`src/hw/rtl/bounded_deque_with_search_top_macros.svh`:
```
`ifndef BOUNDED_DEQUE_WITH_SEARCH_TOP_MACROS_SVH
`define BOUNDED_DEQUE_WITH_SEARCH_TOP_MACROS_SVH

// Same-cycle implication, checked on clk and disabled while rst_n is low.
`define BDWS_ASSERT_NOW(lbl, ante, cons) \
  lbl: assert property (@(posedge clk) disable iff (!rst_n) (ante) |-> (cons)) \
    else $error("bdws assertion failed");

// Next-cycle implication, checked on clk and disabled while rst_n is low.
`define BDWS_ASSERT_NEXT(lbl, ante, cons) \
  lbl: assert property (@(posedge clk) disable iff (!rst_n) (ante) |=> (cons)) \
    else $error("bdws assertion failed");

`endif

```
`src/hw/rtl/bdws_pkg.sv`:
```
package bdws_pkg;

  localparam int DEPTH = 64;
  localparam int AW    = (DEPTH > 1) ? $clog2(DEPTH) : 1;
  localparam int CW    = $clog2(DEPTH + 1);

  localparam int CMD_W = 3;
  localparam int VAL_W = 32;
  localparam int STS_W = 2;
  localparam int POS_W = 6;
  localparam int CNT_W = 7;

  localparam logic [AW:0]   DEPTH_W = (AW + 1)'(DEPTH);
  localparam logic [CW-1:0] DEPTH_C = CW'(DEPTH);

  typedef enum logic [CMD_W-1:0] {
    OP_PUSH_FRONT = 3'd0,
    OP_PUSH_BACK  = 3'd1,
    OP_POP_FRONT  = 3'd2,
    OP_POP_BACK   = 3'd3,
    OP_SEARCH     = 3'd4,
    OP_CLEAR      = 3'd5
  } op_t;

  typedef enum logic [STS_W-1:0] {
    ST_OK       = 2'd0,
    ST_FULL     = 2'd1,
    ST_EMPTY    = 2'd2,
    ST_NOTFOUND = 2'd3
  } sts_code_t;

  // Commands from the controller to the datapath.
  typedef struct packed {
    logic load;
    logic exec;
    logic srch_step;
    logic srch_out;
  } ctl_cmd_t;

  // Status from the datapath back to the controller.
  typedef struct packed {
    logic is_search;
    logic srch_end;
  } dp_sts_t;

  // Ring index arithmetic: both operands are below DEPTH.
  function automatic logic [AW-1:0] ring_add(input logic [AW-1:0] base,
                                             input logic [AW-1:0] off);
    logic [AW:0] sum;
    sum = {1'b0, base} + {1'b0, off};
    if (sum >= DEPTH_W) begin
      sum = sum - DEPTH_W;
    end
    return sum[AW-1:0];
  endfunction

endpackage

```
`src/hw/rtl/bdws_if.sv`:
```
interface bdws_in_if;
  logic                              valid;
  logic                              ready;
  logic        [bdws_pkg::CMD_W-1:0] cmd;
  logic signed [bdws_pkg::VAL_W-1:0] value;

  modport source (output valid, output cmd, output value, input ready);
  modport sink   (input valid, input cmd, input value, output ready);
endinterface

interface bdws_out_if;
  logic                       valid;
  logic                       ready;
  logic [bdws_pkg::STS_W-1:0] status;
  logic [bdws_pkg::POS_W-1:0] position;
  logic [bdws_pkg::CNT_W-1:0] count;

  modport source (output valid, output status, output position, output count, input ready);
  modport sink   (input valid, input status, input position, input count, output ready);
endinterface

```
`src/hw/rtl/bounded_deque_with_search_top.sv`:
```
// Bounded double-ended queue of signed 32-bit values with a linear search.
// Input channel in_ch carries one command per transaction (push front, push
// back, pop front, pop back, search, clear) and a value or search key.
// Output channel out_ch returns exactly one result per command: a status,
// the position of the first match for a successful search, and the count.
// The block works on one command at a time. The result of a push, pop, clear
// or unused command is loaded from the execute state; that of a search once
// the scan hits or runs out of entries, paced by the single read port of the
// entry memory, which yields one stored entry per cycle to the comparator.
// The next command is taken the cycle after the result is loaded, so no new
// command is accepted before the previous one has loaded its result.
// Reset (synchronous, active low) empties the queue and drops any pending
// result; the entry memory itself is not cleared. If the receiver stalls,
// the result is held in the output register and one further command is
// still accepted; its result waits until the held one has been taken.
module bounded_deque_with_search_top (
  input  logic               clk,
  input  logic               rst_n,
  bdws_in_if.sink            in_ch,
  bdws_out_if.source         out_ch
);

  bdws_pkg::ctl_cmd_t ctl_cmd;
  bdws_pkg::dp_sts_t  dp_sts;

  bdws_ctrl u_ctrl (
    .clk       (clk),
    .rst_n     (rst_n),
    .in_valid  (in_ch.valid),
    .in_ready  (in_ch.ready),
    .out_valid (out_ch.valid),
    .out_ready (out_ch.ready),
    .cmd       (ctl_cmd),
    .sts       (dp_sts)
  );

  bdws_dp u_dp (
    .clk          (clk),
    .rst_n        (rst_n),
    .cmd          (ctl_cmd),
    .sts          (dp_sts),
    .in_cmd       (in_ch.cmd),
    .in_value     (in_ch.value),
    .out_status   (out_ch.status),
    .out_position (out_ch.position),
    .out_count    (out_ch.count)
  );

endmodule

```
`src/hw/rtl/bdws_dp.sv`:
```
`include "bounded_deque_with_search_top_macros.svh"

module bdws_dp (
  input  logic                              clk,
  input  logic                              rst_n,
  input  bdws_pkg::ctl_cmd_t                cmd,
  output bdws_pkg::dp_sts_t                 sts,
  input  logic        [bdws_pkg::CMD_W-1:0] in_cmd,
  input  logic signed [bdws_pkg::VAL_W-1:0] in_value,
  output logic        [bdws_pkg::STS_W-1:0] out_status,
  output logic        [bdws_pkg::POS_W-1:0] out_position,
  output logic        [bdws_pkg::CNT_W-1:0] out_count
);

  logic [bdws_pkg::VAL_W-1:0] mem [bdws_pkg::DEPTH];

  logic [bdws_pkg::CMD_W-1:0] op_r;
  logic [bdws_pkg::VAL_W-1:0] key_r;
  logic [bdws_pkg::AW-1:0]    head_r, head_nxt;
  logic [bdws_pkg::CW-1:0]    count_r, count_nxt;
  logic [bdws_pkg::CW-1:0]    idx_r;
  logic                       rd_vld_r;
  logic [bdws_pkg::AW-1:0]    rd_pos_r;
  logic [bdws_pkg::VAL_W-1:0] rd_data_r;
  logic [bdws_pkg::STS_W-1:0] status_r, status_nxt;
  logic [bdws_pkg::POS_W-1:0] pos_r;
  logic [bdws_pkg::CNT_W-1:0] cnt_r;

  logic                       full, empty, hit, step_go, rd_issue;
  logic                       wr_en;
  logic [bdws_pkg::AW-1:0]    wr_addr, rd_addr;

  assign full     = (count_r == bdws_pkg::DEPTH_C);
  assign empty    = (count_r == '0);
  assign hit      = rd_vld_r && (rd_data_r == key_r);
  assign sts.is_search = (op_r == bdws_pkg::OP_SEARCH);
  assign sts.srch_end  = hit || (!rd_vld_r && (idx_r == count_r));
  assign step_go  = cmd.srch_step && !sts.srch_end;
  assign rd_issue = step_go && (idx_r != count_r);
  assign rd_addr  = bdws_pkg::ring_add(head_r, idx_r[bdws_pkg::AW-1:0]);

  always_comb begin
    head_nxt   = head_r;
    count_nxt  = count_r;
    status_nxt = bdws_pkg::ST_OK;
    wr_en      = 1'b0;
    wr_addr    = bdws_pkg::ring_add(head_r, count_r[bdws_pkg::AW-1:0]);
    unique case (op_r)
      bdws_pkg::OP_PUSH_FRONT: begin
        if (full) begin
          status_nxt = bdws_pkg::ST_FULL;
        end else begin
          head_nxt  = bdws_pkg::ring_add(head_r, bdws_pkg::AW'(bdws_pkg::DEPTH - 1));
          wr_addr   = head_nxt;
          wr_en     = 1'b1;
          count_nxt = count_r + 1'b1;
        end
      end
      bdws_pkg::OP_PUSH_BACK: begin
        if (full) begin
          status_nxt = bdws_pkg::ST_FULL;
        end else begin
          wr_en     = 1'b1;
          count_nxt = count_r + 1'b1;
        end
      end
      bdws_pkg::OP_POP_FRONT: begin
        if (empty) begin
          status_nxt = bdws_pkg::ST_EMPTY;
        end else begin
          head_nxt  = bdws_pkg::ring_add(head_r, bdws_pkg::AW'(1));
          count_nxt = count_r - 1'b1;
        end
      end
      bdws_pkg::OP_POP_BACK: begin
        if (empty) begin
          status_nxt = bdws_pkg::ST_EMPTY;
        end else begin
          count_nxt = count_r - 1'b1;
        end
      end
      bdws_pkg::OP_CLEAR: begin
        head_nxt  = '0;
        count_nxt = '0;
      end
      default: begin
      end
    endcase
  end

  always_ff @(posedge clk) begin
    if (cmd.exec && wr_en) begin
      mem[wr_addr] <= key_r;
    end
    if (rd_issue) begin
      rd_data_r <= mem[rd_addr];
    end
  end

  always_ff @(posedge clk) begin
    if (!rst_n) begin
      head_r   <= '0;
      count_r  <= '0;
      idx_r    <= '0;
      rd_vld_r <= 1'b0;
    end else begin
      if (cmd.load) begin
        idx_r    <= '0;
        rd_vld_r <= 1'b0;
      end else if (step_go) begin
        rd_vld_r <= rd_issue;
        if (rd_issue) begin
          idx_r    <= idx_r + 1'b1;
          rd_pos_r <= idx_r[bdws_pkg::AW-1:0];
        end
      end
      if (cmd.exec) begin
        head_r  <= head_nxt;
        count_r <= count_nxt;
      end
    end
  end

  always_ff @(posedge clk) begin
    if (cmd.load) begin
      op_r  <= in_cmd;
      key_r <= in_value;
    end
    if (cmd.exec) begin
      status_r <= status_nxt;
      pos_r    <= '0;
      cnt_r    <= bdws_pkg::CNT_W'(count_nxt);
    end else if (cmd.srch_out) begin
      status_r <= hit ? bdws_pkg::ST_OK : bdws_pkg::ST_NOTFOUND;
      pos_r    <= hit ? bdws_pkg::POS_W'(rd_pos_r) : '0;
      cnt_r    <= bdws_pkg::CNT_W'(count_r);
    end
  end

  assign out_status   = status_r;
  assign out_position = pos_r;
  assign out_count    = cnt_r;

  `BDWS_ASSERT_NOW(a_count_bound, 1'b1, count_r <= bdws_pkg::DEPTH_C)
  `BDWS_ASSERT_NOW(a_idx_bound, cmd.srch_step, idx_r <= count_r)
  `BDWS_ASSERT_NEXT(a_push_grows, cmd.exec && wr_en, count_r == $past(count_r) + 1'b1)

endmodule

```
`src/hw/rtl/bdws_ctrl.sv`:
```
`include "bounded_deque_with_search_top_macros.svh"

module bdws_ctrl (
  input  logic               clk,
  input  logic               rst_n,
  input  logic               in_valid,
  output logic               in_ready,
  output logic               out_valid,
  input  logic               out_ready,
  output bdws_pkg::ctl_cmd_t cmd,
  input  bdws_pkg::dp_sts_t  sts
);

  typedef enum logic [1:0] {
    S_IDLE,
    S_EXEC,
    S_SEARCH
  } state_t;

  state_t state_r, state_nxt;
  logic   out_valid_r, out_valid_nxt;
  logic   out_free;

  assign out_free = !out_valid_r || out_ready;
  assign in_ready = (state_r == S_IDLE);

  always_comb begin
    state_nxt     = state_r;
    cmd           = '0;
    out_valid_nxt = out_valid_r && !out_ready;
    unique case (state_r)
      S_IDLE: begin
        if (in_valid) begin
          cmd.load  = 1'b1;
          state_nxt = S_EXEC;
        end
      end
      S_EXEC: begin
        if (sts.is_search) begin
          state_nxt = S_SEARCH;
        end else if (out_free) begin
          cmd.exec      = 1'b1;
          out_valid_nxt = 1'b1;
          state_nxt     = S_IDLE;
        end
      end
      S_SEARCH: begin
        cmd.srch_step = 1'b1;
        // The hit or the exhausted scan is held until the result register frees up.
        if (sts.srch_end && out_free) begin
          cmd.srch_out  = 1'b1;
          out_valid_nxt = 1'b1;
          state_nxt     = S_IDLE;
        end
      end
      default: begin
        state_nxt = S_IDLE;
      end
    endcase
  end

  always_ff @(posedge clk) begin
    if (!rst_n) begin
      state_r     <= S_IDLE;
      out_valid_r <= 1'b0;
    end else begin
      state_r     <= state_nxt;
      out_valid_r <= out_valid_nxt;
    end
  end

  assign out_valid = out_valid_r;

  `BDWS_ASSERT_NOW(a_one_result, 1'b1, !(cmd.exec && cmd.srch_out))
  `BDWS_ASSERT_NOW(a_no_overwrite, cmd.exec || cmd.srch_out, out_free)
  `BDWS_ASSERT_NEXT(a_load_then_exec, cmd.load, state_r == S_EXEC)

endmodule
```
`src/flat_wrapper.sv`:
```
// flat-port wrapper written by rule: the top's interface ports become plain ports
module bounded_deque_with_search_top_flat 
  (clk, rst_n, in_ch_valid, in_ch_cmd, in_ch_value, in_ch_ready, out_ch_valid, out_ch_status, out_ch_position, out_ch_count, out_ch_ready);
  bdws_in_if in_ch_i ();
  bdws_out_if out_ch_i ();
  input  logic clk;
  input  logic rst_n;
  input wire logic [$bits(in_ch_i.valid)-1:0] in_ch_valid;
  input wire logic [$bits(in_ch_i.cmd)-1:0] in_ch_cmd;
  input wire logic [$bits(in_ch_i.value)-1:0] in_ch_value;
  output wire logic [$bits(in_ch_i.ready)-1:0] in_ch_ready;
  output wire logic [$bits(out_ch_i.valid)-1:0] out_ch_valid;
  output wire logic [$bits(out_ch_i.status)-1:0] out_ch_status;
  output wire logic [$bits(out_ch_i.position)-1:0] out_ch_position;
  output wire logic [$bits(out_ch_i.count)-1:0] out_ch_count;
  input wire logic [$bits(out_ch_i.ready)-1:0] out_ch_ready;
  assign in_ch_i.valid = in_ch_valid;
  assign in_ch_i.cmd = in_ch_cmd;
  assign in_ch_i.value = in_ch_value;
  assign in_ch_ready = in_ch_i.ready;
  assign out_ch_valid = out_ch_i.valid;
  assign out_ch_status = out_ch_i.status;
  assign out_ch_position = out_ch_i.position;
  assign out_ch_count = out_ch_i.count;
  assign out_ch_i.ready = out_ch_ready;
  bounded_deque_with_search_top u_core (.clk(clk), .rst_n(rst_n), .in_ch(in_ch_i), .out_ch(out_ch_i));
endmodule
```
`config.mk`:
```
export PLATFORM = sky130hd
export DESIGN_NAME = bounded_deque_with_search_top_flat
export DESIGN_NICKNAME = d
export VERILOG_FILES = /design/src/hw/rtl/bdws_pkg.sv /design/src/hw/rtl/bdws_if.sv /design/src/hw/rtl/bounded_deque_with_search_top.sv /design/src/hw/rtl/bdws_dp.sv /design/src/hw/rtl/bdws_ctrl.sv /design/src/flat_wrapper.sv
export VERILOG_INCLUDE_DIRS = /design/src /design/src/hw/rtl
export SDC_FILE = /design/constraint.sdc
export NUM_CORES = 2
export LEC_CHECK = 0
export BUFFER_PORTS_ARGS = -buffer_cell sky130_fd_sc_hd__buf_2
export CORE_MARGIN = 1
export CORE_UTILIZATION = 60
export CTS_BUF_LIST = sky130_fd_sc_hd__clkbuf_8 sky130_fd_sc_hd__clkbuf_16
export DETAILED_ROUTE_END_ITERATION = 10
export PLACE_DENSITY = 0.77
export SYNTH_ARGS = -nofsm -noshare
export SYNTH_HDL_FRONTEND = slang
export SYNTH_SLANG_ARGS = --single-unit
```
`constraint.sdc`:
```
create_clock -name clk -period 8.2 [get_ports clk]
set_input_delay 1.23 -clock clk [delete_from_list [all_inputs] [get_ports clk]]
set_output_delay 1.23 -clock clk [all_outputs]
set_load 0.01 [all_outputs]
```
## Word level (Yosys, flattened, before mapping)

Memories as Yosys holds them, arrays and structs flattened. A register that Yosys moved wholly into a read port is not among the register bits.
Cells that the tools add are included.

| cells by class | value |
|---|---|
| mux-type cells | 41 |
| reductions and logical operators | 25 |
| equal/unequal tests | 16 |
| add/sub/neg operators | 11 |
| bitwise gates (word level) | 2 |
| $lt $le $gt $ge | 4 |

Operators with widths:

| operator | count |
|---|---|
| two-way mux 6 bit | 9 |
| equality test 32 bit | 1 |
| greater-or-equal comparator 7 bit (second input constant) | 4 |
| two-way mux 7 bit | 4 |
| subtractor 6 x 1 -> 6 bit (second input constant) | 4 |
| case mux 7 bit (3 select lines) | 1 |
| two-way mux 2 bit | 9 |
| case mux 6 bit (3 select lines) | 1 |
| adder 6 x 6 -> 7 bit | 2 |
| adder 7 x 1 -> 7 bit (second input constant) | 2 |
| two-way mux 1 bit | 14 |
| != test 2 bit (second input constant) | 4 |
| AND reduction 4 bit | 2 |
| adder 6 x 1 -> 7 bit (second input constant) | 1 |
| adder 6 x 6 -> 7 bit (second input constant) | 1 |
| equality test 7 bit | 1 |
| equality test 7 bit (second input constant) | 1 |
| logical AND 1 bit | 7 |
| logical NOT 7 bit | 1 |
| != test 7 bit | 1 |
| subtractor 7 x 1 -> 7 bit (second input constant) | 1 |
| equality test 3 x 2 -> 1 bit (second input constant) | 2 |
| equality test 3 bit (second input constant) | 2 |
| case mux 2 bit (3 select lines) | 1 |
| 16 further kinds | 23 |

| word-level totals | value |
|---|---|
| register bits | 80 |
| memories | 1 |
| bits in writable memories | 2048 |

Memory list:

| memory | depth | width | rd ports | clocked after memory_dff | wr ports | line | source |
|---|---|---|---|---|---|---|---|
| u_core.u_dp.mem | 64 | 32 | 1 | 1 | 1 | bdws_dp.sv:15 | `logic [bdws_pkg::VAL_W-1:0] mem [bdws_pkg::DEPTH];` |

## Longest topological paths before layout

| logic depth | value |
|---|---|
| depth in word-level cells | 9 |
| depth in mapped cells | 11 |
| depth with buffers taken out | 9 |

## Modules after synthesis

Synthesis repeated with hierarchy kept, for this count alone.

| unflattened totals | value |
|---|---|
| cell total of the unflattened synthesis | 4082 |
| area total of the unflattened synthesis | 84478.5 µm² |

Modules (own cells, without submodules):

| module | cells each | instances | sequential area each (µm²) | area each (µm²) |
|---|---|---|---|---|
| bdws_dp | 4052 | 1 | 64501.9 | 84222.0 |
| bdws_ctrl | 30 | 1 | 60.1 | 256.5 |

## Worst setup path before layout

Ideal clock, no wire load.

| path | value |
|---|---|
| path kind | input to register |
| start | input out_ch_ready |
| end | memory u_core.u_dp.mem[44][0] (netlist name), enable pin |
| data arrival time | 3.857 ns |
| setup slack | 3.921 ns |
| cell stages on the path | 6 |
| data required time | 7.779 ns |
| path buffers | 0 |
| library setup time | 0.421 ns |
| path through | nand2b_1 > nand2_1 > or3_1 > or3_4 > nand2b_4 > nor2_1 |

| on the way | value |
|---|---|
| cells in the longest elaborated chain, start to end | 7 |

RTL lines:

| item | line | source |
|---|---|---|
| start: declaration | flat_wrapper.sv:16 | `input wire logic [$bits(out_ch_i.ready)-1:0] out_ch_ready;` |
| logical OR 1 bit | bdws_ctrl.sv:24 | `assign out_free = !out_valid_r \|\| out_ready;` |
| two-way mux 1 bit | bdws_ctrl.sv:41 | `end else if (out_free) begin` |
| two-way mux 1 bit | bdws_ctrl.sv:39 | `if (sts.is_search) begin` |
| two-way mux 1 bit | bdws_ctrl.sv:31 | `unique case (state_r)` |
| logical AND 1 bit | bdws_dp.sv:92 | `if (cmd.exec && wr_en) begin` |
| two-way mux 1 bit | bdws_dp.sv:92 |  |
| two-way mux 1 bit (not written as such) | bdws_dp.sv:93 | `mem[wr_addr] <= key_r;` |
| end: declaration | bdws_dp.sv:15 |  |

No other way between the ends.

## Worst setup path in the final report

| path | value |
|---|---|
| start | register u_core.u_dp.head_r[1] (netlist name) |
| end | register u_core.u_dp.rd_data_r[23] (netlist name) (read register of u_core.u_dp.mem) (data pin) |

| on the way | value |
|---|---|
| cells in the longest elaborated chain, start to end | 3 |
| elaborated cells on any way between the ends | 4 |
| classes of those cells | add/sub: 2; order compare: 1; mux: 1 |

RTL lines:

| item | line | source |
|---|---|---|
| start: declaration | bdws_dp.sv:19 | `logic [bdws_pkg::AW-1:0] head_r, head_nxt;` |
| start signal: assignment | bdws_dp.sv:118 | `head_r <= head_nxt;` |
| adder 6 x 6 -> 7 bit * | bdws_pkg.sv:50 | `sum = {1'b0, base} + {1'b0, off};` |
| subtractor 6 x 1 -> 6 bit or greater-or-equal comparator 7 bit (tied branches) | bdws_pkg.sv:52, bdws_pkg.sv:51 |  |
| two-way mux 6 bit * | bdws_pkg.sv:51 | `if (sum >= DEPTH_W) begin` |
| end: declaration | bdws_dp.sv:24 | `logic [bdws_pkg::VAL_W-1:0] rd_data_r;` |

Mark *: on every way between the ends. The rest lies on a longest branch, timed or not.
A chain may end at the register's enable or synchronous reset.

==> flow_summary.ini <==
[critical_path]
timing.rr.end = u_core.u_dp.rd_data_r[23]
crit_path_end_kind = register
crit_type = reg2reg
worst-path-max-fanout = 54
cp_cell_sequence = ha_1 > a21o_1 > a21oi_1 > xnor2_2 > buf_4 > buf_4 > and3_1 > a311oi_1 > a311oi_1 > a21oi_1
crit_start = u_core.u_dp.head_r[1]
slowest_stage = a311oi_1
critical-path-max-stage-delay_ps = 1190
r2r_cells = 10
arrival_ps = 5720
start_kind = register
critPathRequiredTime_ps = 8730
r2r_start = u_core.u_dp.head_r[1]
rrSetupSlack_ps = 3010

[logic_synthesis]
syn_avg_cell_area_um2 = 20.0
yosysUniqueCellTypes = 65
synthTopCellsByArea = edfxtp_1, mux4_2, nand2_1
synth_seq_cells = 2160
synth_ff_type = edfxtp_1
yosysWarnings = 0
synthTopCellsByCount = edfxtp_1, nand2_1, mux4_2
synth_seq_area_share_pct = 76.9
syn_nets = 4256
syn_area_um2 = 84000
yosysTopAreaCell = edfxtp_1
yosysMostFrequentCell = edfxtp_1
netlist.area_leader.share_pct = 76.2
synthArstFlopShare_pct = 0
synth_edf_count = 2130
netlist_instances = 4196

[power]
leakage_uw = 0.0294
peakVddDrop_v = 0.000212
p_per_area_nw_per_um2 = 237
finalPower_uw = 22200

[hold_path]
min_from = u_core.u_dp.out_position[1]
min_to = u_core.u_dp.out_position[1]
hold-path-cell-count = 1
min_path_type = reg2reg

[drt]
drc_errors = 0
drt-initial-drc-count = 6646
antenna_left = 0
dr.pass1.iters = 6
wire_per_inst_um = 34.2
vias_per_cell = 6.93
num_vias = 44300
wl_um = 219000

[placed_design]
place_area_um2 = 87400
globalplace.congestion = 0.935
dp.cells = 6024
hpwl_um = 115000
numPortBuffers = 55

[finish]
syn_to_final_growth_pct = 11.5
drive_gt1_share_pct = 24.1
instances_no_fill = 6391
nets = 4420
design_area_um2 = 93700

[floorplan]
dieArea_um2 = 141000
ios = 56
die_x_um = 376
floorplan.die.height_um = 376
coreArea_um2 = 138000
start_util_pct = 60.8
std_cell_rows = 136

[clock_tree]
cts_tree = yes
cts.clk_slew.worst_paths_ps = 70
clockBufferDepth = 3
clk_latency_ps = 850
cts_hold_buffers = 0
ctsResizeCount = 0
cts_buffers = 197
cts.sinks = 2160
cts_max_level = 4
root_buffer = clkbuf_16
cts_setup_buffers = 0

[global_route]
grt_util_all_layers_pct = 31.2
grt_pass1_wl_um = 310000
grt_util_met3_pct = 7.03
grt_max_degree = 151
use_met2_pct = 48.3
gr-total-overflow = 0
use_met1_pct = 41.4
antenna_found_initial = 11
grt_pass1_vias = 43700
top_usage_layer = met2

[run]
cap_violations = 2

[timing]
finalCriticalPeriod_ps = 5190
finalHoldViolCount = 0
min_period_over_period_pct = 63.3
max_freq_mhz = 193
fin_tns_setup_ps = 0
rsz0062_at_grt = no
slew-limit-headroom_pct = -3.46
worstMarginPinSlew_ps = 1540
fin_worst_skew_ps = 44.3
slew_violations = 4
setup_viol = 0

[status]
violations = max-capacitance violations, max-slew violations
status = finished, violations left
## worst max-delay path by stage
| stage | end | slack (ps) | cells past startpoint |
|---|---|---|---|
| 2_1_floorplan | u_core.u_dp.mem[44][0] | 3920 | 6 |
| 3_3_place_gp | u_core.u_dp.rd_data_r[24] | 2970 | 9 |
| 3_5_place_dp | u_core.u_dp.rd_data_r[9] | 3080 | 10 |
| 4_1_cts | u_core.u_dp.rd_data_r[9] | 3120 | 10 |
| 5_1_grt | u_core.u_dp.rd_data_r[25] | 3000 | 9 |
| 6_report | u_core.u_dp.rd_data_r[23] | 3010 | 10 |
## cell type report
class | instances | area, µm²
diodes | 1 | 2.50
clock buffers | 197 | 4930
inverters | 18 | 67.6
repair buffers | 204 | 1530
clock inverters | 169 | 1270
multi-input cells | 1779 | 19000
flip-flops and latches | 2160 | 64600
fillers | 8331 | 44500
well taps | 1863 | 2330
## metrics by stage
stage                     setup WS, ps  hold WS, ps  utilization [%]
after floorplan                   3920          436                -
after global placement            2970          463             63.3
after detailed placement          3080          469             63.3
after CTS                         3120          484             67.8
after global routing              3000          491             67.8
final                             3010          482             67.8
## placed cells by master (no fill, tap or decap), drive strengths merged, types with 3 or more instances in the layout
cell type,instances
nand2b,11
nor4,8
nand4,7
a22o,9
clkbuf,197
bufinv,15
nor2,98
clkinvlp,5
edfxtp,2130
mux4,512
clkinv,89
dfxtp,30
inv,78
a31oi,38
o22ai,5
a21oi,58
or3,13
nor2b,3
nand2,543
xor2,41
a22oi,7
nand3,143
a2bb2oi,3
xnor2,22
ha,19
a311oi,98
nor3,9
o31ai,3
buf,204
and2,10
mux2i,5
and3,65
o21bai,3
o21ai,20
## routing by layer
metal | vias to the layer above | share of wire (%) | wire [µm]
met2 | 3367 | 47 | 103000
met5 | - | 0.027 | 59
met1 | 22800 | 34 | 74700
li1 | 17500 | - | -
met4 | 10 | 6.6 | 14400
met3 | 613 | 12 | 26600
## worst max-delay path: cells and delay by family (launching register included)
kind | cells | cell delay [ps]
simple gates | 1 | 340
buf+inv | 2 | 1510
flops | 1 | 540
compound gates | 5 | 1960
xor+xnor | 1 | 170
fa+ha+maj | 1 | 290
## state kept, by name (all words and copies together), names as in the netlist
register and count:
u_core.u_dp.op_r 3, u_core.u_dp.out_count 7, u_core.u_dp.out_status 2, u_core.u_dp.rd_pos_r 6, u_core.u_dp.head_r 6, u_core.u_dp.idx_r 7
u_core.u_ctrl.state_r 2, u_core.u_dp.count_r 7, u_core.u_dp.rd_data_r 32, u_core.u_dp.rd_vld_r 1, u_core.u_dp.out_position 6, u_core.u_dp.mem 2048
u_core.u_dp.key_r 32, u_core.u_ctrl.out_valid 1
## power by group
group          total, µW  leakage, µW  switching (µW)  internal (µW)
sequential         12200       0.0194            31.1          12200
clock               8840      0.00322            4000           4850
combinational       1150      0.00673             807            346
total              22200       0.0294            4830          17400
## kinds of logic (layout without fill, tap and decap cells)
group           Yosys count  count (layout)  share of synthesized area, %
flops                  2160            2160                          76.9
mux                     519             519                          13.8
xor+xnor                 63              63                         0.657
simple gates            917             917                          4.80
compound gates          259             259                          2.25
other cells               0               1                             0
fa+ha+maj                21              21                         0.331
buf+inv                 257             588                          1.27
Power figures use the tool's default switching activity.
